===== src/rtl/core/pstt_pkg.sv =====
package pstt_pkg;

  localparam int SLOTS  = 16;
  localparam int SLOT_W = (SLOTS > 1) ? $clog2(SLOTS) : 1;

  localparam logic [1:0] CMD_TICK   = 2'd0;
  localparam logic [1:0] CMD_ADD    = 2'd1;
  localparam logic [1:0] CMD_REMOVE = 2'd2;

  localparam logic [2:0] KIND_FIRE      = 3'd0;
  localparam logic [2:0] KIND_TICK_DONE = 3'd1;
  localparam logic [2:0] KIND_ADD_OK    = 3'd2;
  localparam logic [2:0] KIND_ADD_FAIL  = 3'd3;
  localparam logic [2:0] KIND_REM_OK    = 3'd4;
  localparam logic [2:0] KIND_REM_FAIL  = 3'd5;

  typedef logic [SLOT_W-1:0] slot_idx_t;

  typedef struct packed {
    logic [31:0] period;
    logic [31:0] remaining;
    logic [31:0] fired;
  } slot_entry_t;

  typedef struct packed {
    logic        we;
    slot_idx_t   waddr;
    slot_entry_t wdata;
    logic        re;
    slot_idx_t   raddr;
  } ram_req_t;

  typedef struct packed {
    logic [2:0]  result_kind;
    logic [3:0]  timer_slot;
    logic [63:0] value;
    logic        last;
  } result_t;

endpackage


===== src/rtl/core/pstt_if.sv =====
interface pstt_in_if;
  logic        valid;
  logic        ready;
  logic [1:0]  command;
  logic [31:0] interval;
  logic [3:0]  slot;

  modport source (output valid, output command, output interval, output slot, input ready);
  modport sink   (input valid, input command, input interval, input slot, output ready);
endinterface

interface pstt_out_if;
  logic        valid;
  logic        ready;
  logic [2:0]  result_kind;
  logic [3:0]  timer_slot;
  logic [63:0] value;
  logic        last;

  modport source (output valid, output result_kind, output timer_slot, output value,
                  output last, input ready);
  modport sink   (input valid, input result_kind, input timer_slot, input value,
                  input last, output ready);
endinterface


===== src/rtl/core/pstt_slot_ram.sv =====
module pstt_slot_ram (
  input  logic                   clk,
  input  pstt_pkg::ram_req_t     req,
  output pstt_pkg::slot_entry_t  rd_data
);
  import pstt_pkg::*;

  slot_entry_t mem [SLOTS];
  slot_entry_t rd_data_r;

  always_ff @(posedge clk) begin
    if (req.we) begin
      mem[req.waddr] <= req.wdata;
    end
    if (req.re) begin
      rd_data_r <= mem[req.raddr];
    end
  end

  assign rd_data = rd_data_r;

endmodule


===== src/rtl/core/pstt_ctrl.sv =====
module pstt_ctrl (
  input  logic                  clk,
  input  logic                  rst_n,
  input  logic                  in_valid,
  output logic                  in_ready,
  input  logic [1:0]            in_command,
  input  logic [31:0]           in_interval,
  input  logic [3:0]            in_slot,
  output pstt_pkg::ram_req_t    ram_req,
  input  pstt_pkg::slot_entry_t ram_rd,
  output logic                  res_valid,
  input  logic                  res_ready,
  output pstt_pkg::result_t     res
);
  import pstt_pkg::*;

  localparam logic [2:0] S_IDLE = 3'd0;
  localparam logic [2:0] S_RD   = 3'd1;
  localparam logic [2:0] S_EVAL = 3'd2;
  localparam logic [2:0] S_DONE = 3'd3;
  localparam logic [2:0] S_ADD  = 3'd4;
  localparam logic [2:0] S_REM  = 3'd5;

  logic [2:0]       state_r, state_nxt;
  slot_idx_t        idx_r, idx_nxt;
  logic [31:0]      interval_r, interval_nxt;
  logic [3:0]       slot_r, slot_nxt;
  logic [SLOTS-1:0] used_r, used_nxt;
  logic [SLOTS-1:0] del_r, del_nxt;
  logic [63:0]      tick_r, tick_nxt;

  logic             accept;
  logic             idx_last;
  slot_idx_t        rm_idx;
  logic             rm_ok;
  logic [31:0]      rem_dec;

  assign accept   = in_valid && in_ready;
  assign in_ready = (state_r == S_IDLE);
  assign idx_last = (idx_r == SLOT_W'(SLOTS - 1));
  assign rm_idx   = SLOT_W'(slot_r);
  assign rm_ok    = (32'(slot_r) < SLOTS) && used_r[rm_idx] && !del_r[rm_idx];
  // shared decrement/compare unit, one slot per pass
  assign rem_dec  = ram_rd.remaining - 32'd1;

  always_comb begin
    state_nxt    = state_r;
    idx_nxt      = idx_r;
    interval_nxt = interval_r;
    slot_nxt     = slot_r;
    used_nxt     = used_r;
    del_nxt      = del_r;
    tick_nxt     = tick_r;
    ram_req      = '0;
    res_valid    = 1'b0;
    res          = '0;

    case (state_r)
      S_IDLE: begin
        if (accept) begin
          interval_nxt = in_interval;
          slot_nxt     = in_slot;
          idx_nxt      = '0;
          case (in_command)
            CMD_TICK: begin
              tick_nxt  = tick_r + 64'd1;
              state_nxt = S_RD;
            end
            CMD_ADD:    state_nxt = S_ADD;
            CMD_REMOVE: state_nxt = S_REM;
            default:    state_nxt = S_IDLE;
          endcase
        end
      end

      S_RD: begin
        if (used_r[idx_r]) begin
          ram_req.re    = 1'b1;
          ram_req.raddr = idx_r;
          state_nxt     = S_EVAL;
        end else if (idx_last) begin
          state_nxt = S_DONE;
        end else begin
          idx_nxt = idx_r + SLOT_W'(1);
        end
      end

      S_EVAL: begin
        if (del_r[idx_r]) begin
          // free a deleted slot without firing
          used_nxt[idx_r] = 1'b0;
          del_nxt[idx_r]  = 1'b0;
          state_nxt       = idx_last ? S_DONE : S_RD;
          idx_nxt         = idx_last ? idx_r : idx_r + SLOT_W'(1);
        end else if (rem_dec == 32'd0) begin
          res_valid       = 1'b1;
          res.result_kind = KIND_FIRE;
          res.timer_slot  = 4'(idx_r);
          res.value       = 64'(ram_rd.fired);
          res.last        = 1'b0;
          if (res_ready) begin
            ram_req.we              = 1'b1;
            ram_req.waddr           = idx_r;
            ram_req.wdata.period    = ram_rd.period;
            ram_req.wdata.remaining = ram_rd.period;
            ram_req.wdata.fired     = ram_rd.fired + 32'd1;
            state_nxt               = idx_last ? S_DONE : S_RD;
            idx_nxt                 = idx_last ? idx_r : idx_r + SLOT_W'(1);
          end
        end else begin
          ram_req.we              = 1'b1;
          ram_req.waddr           = idx_r;
          ram_req.wdata.period    = ram_rd.period;
          ram_req.wdata.remaining = rem_dec;
          ram_req.wdata.fired     = ram_rd.fired;
          state_nxt               = idx_last ? S_DONE : S_RD;
          idx_nxt                 = idx_last ? idx_r : idx_r + SLOT_W'(1);
        end
      end

      S_DONE: begin
        res_valid       = 1'b1;
        res.result_kind = KIND_TICK_DONE;
        res.value       = tick_r;
        res.last        = 1'b1;
        if (res_ready) begin
          state_nxt = S_IDLE;
        end
      end

      S_ADD: begin
        res.last = 1'b1;
        if (interval_r == 32'd0) begin
          res_valid       = 1'b1;
          res.result_kind = KIND_ADD_FAIL;
          if (res_ready) begin
            state_nxt = S_IDLE;
          end
        end else if (!used_r[idx_r]) begin
          res_valid       = 1'b1;
          res.result_kind = KIND_ADD_OK;
          res.timer_slot  = 4'(idx_r);
          if (res_ready) begin
            ram_req.we              = 1'b1;
            ram_req.waddr           = idx_r;
            ram_req.wdata.period    = interval_r;
            ram_req.wdata.remaining = interval_r;
            ram_req.wdata.fired     = 32'd0;
            used_nxt[idx_r]         = 1'b1;
            del_nxt[idx_r]          = 1'b0;
            state_nxt               = S_IDLE;
          end
        end else if (idx_last) begin
          res_valid       = 1'b1;
          res.result_kind = KIND_ADD_FAIL;
          if (res_ready) begin
            state_nxt = S_IDLE;
          end
        end else begin
          idx_nxt = idx_r + SLOT_W'(1);
        end
      end

      S_REM: begin
        res_valid       = 1'b1;
        res.result_kind = rm_ok ? KIND_REM_OK : KIND_REM_FAIL;
        res.timer_slot  = slot_r;
        res.last        = 1'b1;
        if (res_ready) begin
          if (rm_ok) begin
            del_nxt[rm_idx] = 1'b1;
          end
          state_nxt = S_IDLE;
        end
      end

      default: state_nxt = S_IDLE;
    endcase
  end

  always_ff @(posedge clk) begin
    if (!rst_n) begin
      state_r <= S_IDLE;
      idx_r   <= '0;
      used_r  <= '0;
      del_r   <= '0;
      tick_r  <= '0;
    end else begin
      state_r <= state_nxt;
      idx_r   <= idx_nxt;
      used_r  <= used_nxt;
      del_r   <= del_nxt;
      tick_r  <= tick_nxt;
    end
  end

  always_ff @(posedge clk) begin
    interval_r <= interval_nxt;
    slot_r     <= slot_nxt;
  end

  a_del_implies_used: assert property (@(posedge clk) disable iff (!rst_n)
    (del_r & ~used_r) == '0)
    else $error("deleted slot not marked used");

  a_idle_no_result: assert property (@(posedge clk) disable iff (!rst_n)
    in_ready |-> !res_valid)
    else $error("result offered while idle");

  a_tick_only_on_cmd: assert property (@(posedge clk) disable iff (!rst_n)
    accept && (in_command != CMD_TICK) |=> $stable(tick_r))
    else $error("tick count moved without a tick");

  a_write_states: assert property (@(posedge clk) disable iff (!rst_n)
    ram_req.we |-> (state_r == S_EVAL || state_r == S_ADD))
    else $error("slot store written outside eval or add");

  a_ram_one_op: assert property (@(posedge clk) disable iff (!rst_n)
    !(ram_req.we && ram_req.re))
    else $error("slot store read and written in one cycle");

endmodule


===== src/rtl/core/periodic_software_timer_table_core.sv =====
// A result beat is registered and appears on out_ch in the cycle after the sequencer
// hands it over. Tick: the accept, a read and an evaluate step per used slot and a
//   skip per free slot, then tick done, on the single decrement unit of the slot store.
// Add scans for a free slot. Results wait while out_ch stalls. One item at a time.
// Reset (rst_n low, synchronous): all slots free, tick count zero, no result pending.
module periodic_software_timer_table_core (
  input logic    clk,
  input logic    rst_n,
  pstt_in_if.sink    in_ch,
  pstt_out_if.source out_ch
);
  import pstt_pkg::*;

  ram_req_t    ram_req;
  slot_entry_t ram_rd;
  logic        res_valid;
  logic        res_ready;
  result_t     res;

  logic        out_valid_r, out_valid_nxt;
  result_t     out_data_r;

  pstt_slot_ram u_ram (
    .clk     (clk),
    .req     (ram_req),
    .rd_data (ram_rd)
  );

  pstt_ctrl u_ctrl (
    .clk         (clk),
    .rst_n       (rst_n),
    .in_valid    (in_ch.valid),
    .in_ready    (in_ch.ready),
    .in_command  (in_ch.command),
    .in_interval (in_ch.interval),
    .in_slot     (in_ch.slot),
    .ram_req     (ram_req),
    .ram_rd      (ram_rd),
    .res_valid   (res_valid),
    .res_ready   (res_ready),
    .res         (res)
  );

  // take a new beat when the output register is empty or draining
  assign res_ready     = !out_valid_r || out_ch.ready;
  assign out_valid_nxt = (res_valid && res_ready) || (out_valid_r && !out_ch.ready);

  always_ff @(posedge clk) begin
    if (!rst_n) begin
      out_valid_r <= 1'b0;
    end else begin
      out_valid_r <= out_valid_nxt;
    end
  end

  always_ff @(posedge clk) begin
    if (res_valid && res_ready) begin
      out_data_r <= res;
    end
  end

  assign out_ch.valid       = out_valid_r;
  assign out_ch.result_kind = out_data_r.result_kind;
  assign out_ch.timer_slot  = out_data_r.timer_slot;
  assign out_ch.value       = out_data_r.value;
  assign out_ch.last        = out_data_r.last;

  a_hold_stalled: assert property (@(posedge clk) disable iff (!rst_n)
    out_valid_r && !out_ch.ready |=> out_valid_r && $stable(out_data_r))
    else $error("stalled result beat changed");

  a_no_overwrite: assert property (@(posedge clk) disable iff (!rst_n)
    out_valid_r && !out_ch.ready |-> !res_ready)
    else $error("result register overwritten while stalled");

  a_ready_after_last: assert property (@(posedge clk) disable iff (!rst_n)
    res_valid && res_ready && res.last |=> in_ch.ready)
    else $error("block not idle after final result");

endmodule


===== src/flat_wrapper.sv =====
// flat-port wrapper written by rule: the top's interface ports become plain ports
module periodic_software_timer_table_core_flat import pstt_pkg::*;
  (clk, rst_n, in_ch_valid, in_ch_command, in_ch_interval, in_ch_slot, in_ch_ready, out_ch_valid, out_ch_result_kind, out_ch_timer_slot, out_ch_value, out_ch_last, out_ch_ready);
  pstt_in_if in_ch_i ();
  pstt_out_if out_ch_i ();
  input logic clk;
  input logic rst_n;
  input wire logic [$bits(in_ch_i.valid)-1:0] in_ch_valid;
  input wire logic [$bits(in_ch_i.command)-1:0] in_ch_command;
  input wire logic [$bits(in_ch_i.interval)-1:0] in_ch_interval;
  input wire logic [$bits(in_ch_i.slot)-1:0] in_ch_slot;
  output wire logic [$bits(in_ch_i.ready)-1:0] in_ch_ready;
  output wire logic [$bits(out_ch_i.valid)-1:0] out_ch_valid;
  output wire logic [$bits(out_ch_i.result_kind)-1:0] out_ch_result_kind;
  output wire logic [$bits(out_ch_i.timer_slot)-1:0] out_ch_timer_slot;
  output wire logic [$bits(out_ch_i.value)-1:0] out_ch_value;
  output wire logic [$bits(out_ch_i.last)-1:0] out_ch_last;
  input wire logic [$bits(out_ch_i.ready)-1:0] out_ch_ready;
  assign in_ch_i.valid = in_ch_valid;
  assign in_ch_i.command = in_ch_command;
  assign in_ch_i.interval = in_ch_interval;
  assign in_ch_i.slot = in_ch_slot;
  assign in_ch_ready = in_ch_i.ready;
  assign out_ch_valid = out_ch_i.valid;
  assign out_ch_result_kind = out_ch_i.result_kind;
  assign out_ch_timer_slot = out_ch_i.timer_slot;
  assign out_ch_value = out_ch_i.value;
  assign out_ch_last = out_ch_i.last;
  assign out_ch_i.ready = out_ch_ready;
  periodic_software_timer_table_core u_core (.clk(clk), .rst_n(rst_n), .in_ch(in_ch_i), .out_ch(out_ch_i));
endmodule

===== config.mk =====
export PLATFORM = sky130hd
export DESIGN_NAME = periodic_software_timer_table_core_flat
export DESIGN_NICKNAME = d
export VERILOG_FILES = /design/src/rtl/core/pstt_pkg.sv /design/src/rtl/core/pstt_if.sv /design/src/rtl/core/pstt_slot_ram.sv /design/src/rtl/core/pstt_ctrl.sv /design/src/rtl/core/periodic_software_timer_table_core.sv /design/src/flat_wrapper.sv
export SDC_FILE = /design/constraint.sdc
export NUM_CORES = 2
export LEC_CHECK = 0
export BUFFER_PORTS_ARGS = -buffer_cell sky130_fd_sc_hd__buf_2
export CAP_MARGIN = 10
export CELL_PAD_IN_SITES_DETAIL_PLACEMENT = 0
export CELL_PAD_IN_SITES_GLOBAL_PLACEMENT = 2
export CORE_ASPECT_RATIO = 1.5
export CORE_MARGIN = 4
export CORE_UTILIZATION = 40
export CTS_BUF_LIST = sky130_fd_sc_hd__clkbuf_8
export DETAILED_ROUTE_END_ITERATION = 12
export MAX_ROUTING_LAYER = met4
export PLACE_DENSITY = 0.78
export REMOVE_ABC_BUFFERS = 1
export SYNTH_ARGS = -nofsm -noshare
export SYNTH_HDL_FRONTEND = slang
export SYNTH_SLANG_ARGS = --single-unit
export TNS_END_PERCENT = 30

===== constraint.sdc =====
create_clock -name clk -period 25.9 [get_ports clk]
set_clock_uncertainty 0.1 [all_clocks]
set_input_delay 1.295 -clock clk [delete_from_list [all_inputs] [get_ports clk]]
set_output_delay 1.295 -clock clk [all_outputs]
set_load 0.05 [all_outputs]

==> flow_metrics.env <==
export IMPL_outcome="complete, no violations"
export IMPL_dpl_hpwl_um=119000
export IMPL_hold_class="reg2reg"
export IMPL_worstSetupStartpointType="flop"
export IMPL_grt_pass1_vias=43900
export IMPL_hold_viol_final=0
export IMPL_multi_input_area_um2=18600
export IMPL_clockBufferDepth=4
export IMPL_ctsResizeCount=0
export IMPL_criticalPathCategory="reg2reg"
export IMPL_antenna_found_initial=4
export IMPL_ir_worst_vdd_v=0.0000413
export IMPL_drcViolationCount=0
export IMPL_htree_levels=5
export IMPL_wl_um=204000
export IMPL_grt_use_total_pct=21.3
export IMPL_clk_latency_ns=0.91
export IMPL_yosysSeqAreaShare_pct=73.4
export IMPL_rows=193
export IMPL_synth_edff_count=1740
export IMPL_period_share_pct=25.0
export IMPL_ioPinCount=116
export IMPL_synth_largest_area_cell="edfxtp_1"
export IMPL_fin_crit_ns=6.47
export IMPL_relSlewSlack_pct=15.0
export IMPL_avgSynthCellArea_um2=15.6
export IMPL_fin_nets=5035
export IMPL_die_area_um2=192000
export IMPL_final_common_cell="edfxtp_1"
export IMPL_synth_cell_types=71
export IMPL_slowest_delay_ns=1.03
export IMPL_seq_area_um2=54300
export IMPL_start_util_pct=40.2
export IMPL_drv_slew=0
export IMPL_final_cell_mix="edfxtp_1, nand2_1, mux2i_1"
export IMPL_final_util_pct=45.0
export IMPL_r2r_end="u_core.u_ram.mem[3][68]$_DFFE_PP_"
export IMPL_worst_ep_required_time_ns=26.30
export IMPL_synthTopCellsByArea="edfxtp_1, mux2i_1, mux4_2"
export IMPL_grt_first_pass_wirelength_um=298000
export IMPL_vias=43300
export IMPL_drive_gt1_share_pct=14.8
export IMPL_cts_tree="built"
export IMPL_worst_r2r_path_depth=10
export IMPL_synth_area_um2=74100
export IMPL_worstMarginPinSlew_ns=1.27
export IMPL_cts_hold_buf=0
export IMPL_dr_pass1_iters=5
export IMPL_crit_slowest_cell="o21ai_0"
export IMPL_syn_to_final_growth_pct=11.9
export IMPL_arrival_ns=6.87
export IMPL_viasPerCell=5.69
export IMPL_async_reset_ff_share_pct=0
export IMPL_ff2ff_setup_slack_ns=19.43
export IMPL_cts_buffers=276
export IMPL_core_area_um2=184000
export IMPL_die_w_um=359
export IMPL_ys_flop_type="edfxtp_1"
export IMPL_timing_rr_start="u_core.u_ram.rd_data[33]$_DFFE_PP_"
export IMPL_max_freq_mhz=155
export IMPL_drt_iter0_markers=3779
export IMPL_io_buffers=115
export IMPL_power_per_cell_area_nw_per_um2=81.3
export IMPL_fillers=16100
export IMPL_cts_sinks=1844
export IMPL_rsz0062_at_grt="no"
export IMPL_hold_depth=2
export IMPL_setup_viol=0
export IMPL_gp_congestion=0.823
export IMPL_worstHoldStart="u_core.u_ctrl.tick_r[62]$_SDFFE_PN0P_"
export IMPL_synth_top_area_share_pct=70.6
export IMPL_cap_violations=0
export IMPL_cpMostUsedCell="buf_4"
export IMPL_syn_instance_count=4759
export IMPL_chipHeight_um=535
export IMPL_clock_root_buffer="clkbuf_8"
export IMPL_wl_per_cell_um=26.8
export IMPL_clk_transition_reported_paths_ns=0.07
export IMPL_worstSetupEndpointType="flop"
export IMPL_grt_max_degree=108
export IMPL_hold_end="u_core.u_ctrl.tick_r[62]$_SDFFE_PN0P_"
export IMPL_p_leak_nw=26.5
export IMPL_ys_ff_latch=1844
export IMPL_path_max_fanout=40
export IMPL_ant_nets=0
export IMPL_crit_path_cell_trace="nor4_4 > and4_1 > nand2_2 > o21bai_1 > nor4b_4 > a31oi_4 > buf_4 > o21ai_0 > nor2_4 > buf_4"
export IMPL_ys_warn_count=0
export IMPL_overflow=0
export IMPL_post_cts_buffers=0
export IMPL_p_total_mw=6.74
[area by class of cell]
cell class | instances | share of cell area [%]
diodes | 5 | 0.0151
clock buffers | 280 | 4.65
clock inverters | 183 | 1.49
inverters | 39 | 0.180
multi-input cells | 2569 | 22.5
flip-flops and latches | 1844 | 65.5
well taps | 2437 | 3.68
repair buffers | 251 | 1.97
[worst max-delay path: cells and delay by family (launching register included)]
kind                   cells  cell delay, ns
buffers and inverters      2            0.89
AOI/OAI and AO/OA          3            1.91
DFF                        1            0.53
and+or+nand+nor            5            2.50
[logic make-up (layout without fill, tap and decap cells)]
logic type | Yosys count | in the layout | synth area share [%]
buffers and inverters | 346 | 753 | 1.79
other | 0 | 5 | 0
multiplexers | 509 | 509 | 8.47
flip-flops | 1844 | 1844 | 73.4
XOR/XNOR | 85 | 85 | 1.01
AND/OR/NAND/NOR | 1117 | 1117 | 7.43
AO/OA/AOI/OAI | 846 | 846 | 7.74
adder cells (fa/ha/maj) | 12 | 12 | 0.203
[per-stage QoR]
| stage | cells | hold WS (ns) | TNS [ns] | worst slack, ns | cell area (um2) |
|---|---|---|---|---|---|
| after CTS | 7597 | 0.384 | 0 | 19.28 | 82800 |
| after detailed placement | 7134 | 0.380 | 0 | 19.35 | 77800 |
| after floorplan | 4452 | 0.346 | -7653.40 | -13.03 | 72900 |
| after global routing | 7608 | 0.397 | 0 | 19.17 | 82900 |
| after global placement | 7125 | 0.368 | 0 | 19.25 | 77700 |
| final | 7608 | 0.382 | 0 | 19.43 | 82900 |
[flip-flops by register name, summed over array words and instances (netlist names), named ones only]
name                       cells
u_core.u_ctrl.state_r          3
u_core.u_ram.rd_data          96
u_core.out_ch.value           64
u_core.u_ctrl.idx_r            4
u_core.u_ctrl.del_r           16
u_core.out_ch.result_kind      3
u_core.u_ctrl.tick_r          64
u_core.out_ch.last             1
u_core.out_ch.valid            1
u_core.u_ram.mem            1536
u_core.u_ctrl.rm_idx           4
u_core.u_ctrl.interval_r      32
u_core.out_ch.timer_slot       4
[where the power goes]
| part | switching, mW | internal, mW | leakage, nW |
|---|---|---|---|
| combinational | 0.623 | 0.281 | 6.88 |
| clock | 1.11 | 1.16 | 2.83 |
| sequential | 0.0531 | 3.51 | 16.8 |
[layer usage]
| layer | share of wire, % | up-vias | track usage (%) | routed length, um |
|---|---|---|---|---|
| li1 | - | 19100 | - | - |
| met1 | 39 | 22200 | 25.1 | 78600 |
| met2 | 53 | 1628 | 37.9 | 107000 |
| met3 | 5.8 | 353 | 2.97 | 11800 |
| met4 | 3.1 | 0 | 6.67 | 6390 |
| met5 | 0 | - | - | 0 |
[synth_stat cells, drive strengths merged, types with 78 or more instances]
cell type	instances
nand2	462
nor2	150
o221ai	126
a211oi	81
edfxtp	1740
clkbuf	248
a31oi	78
a21oi	96
dfxtp	104
nand3	111
mux2i	405
mux4	93
o21ai	212
and2	124
[worst max path at each step]
stage | cells past startpoint | slack, ns | endpoint | start
2_1_floorplan | 1 | -13.03 | u_core.u_ram.mem[4][0]$_DFFE_PP_ | u_core.u_ctrl.idx_r[0]$_SDFFE_PN0P_
3_3_place_gp | 10 | 19.25 | u_core.u_ram.mem[10][54]$_DFFE_PP_ | u_core.u_ram.rd_data[33]$_DFFE_PP_
3_5_place_dp | 10 | 19.35 | u_core.u_ram.mem[14][76]$_DFFE_PP_ | u_core.u_ram.rd_data[33]$_DFFE_PP_
4_1_cts | 10 | 19.28 | u_core.u_ram.mem[14][43]$_DFFE_PP_ | u_core.u_ram.rd_data[33]$_DFFE_PP_
5_1_grt | 10 | 19.17 | u_core.u_ram.mem[3][74]$_DFFE_PP_ | u_core.u_ram.rd_data[37]$_DFFE_PP_
6_report | 10 | 19.43 | u_core.u_ram.mem[3][68]$_DFFE_PP_ | u_core.u_ram.rd_data[33]$_DFFE_PP_
No activity file was read; power rests on OpenSTA's default activity.
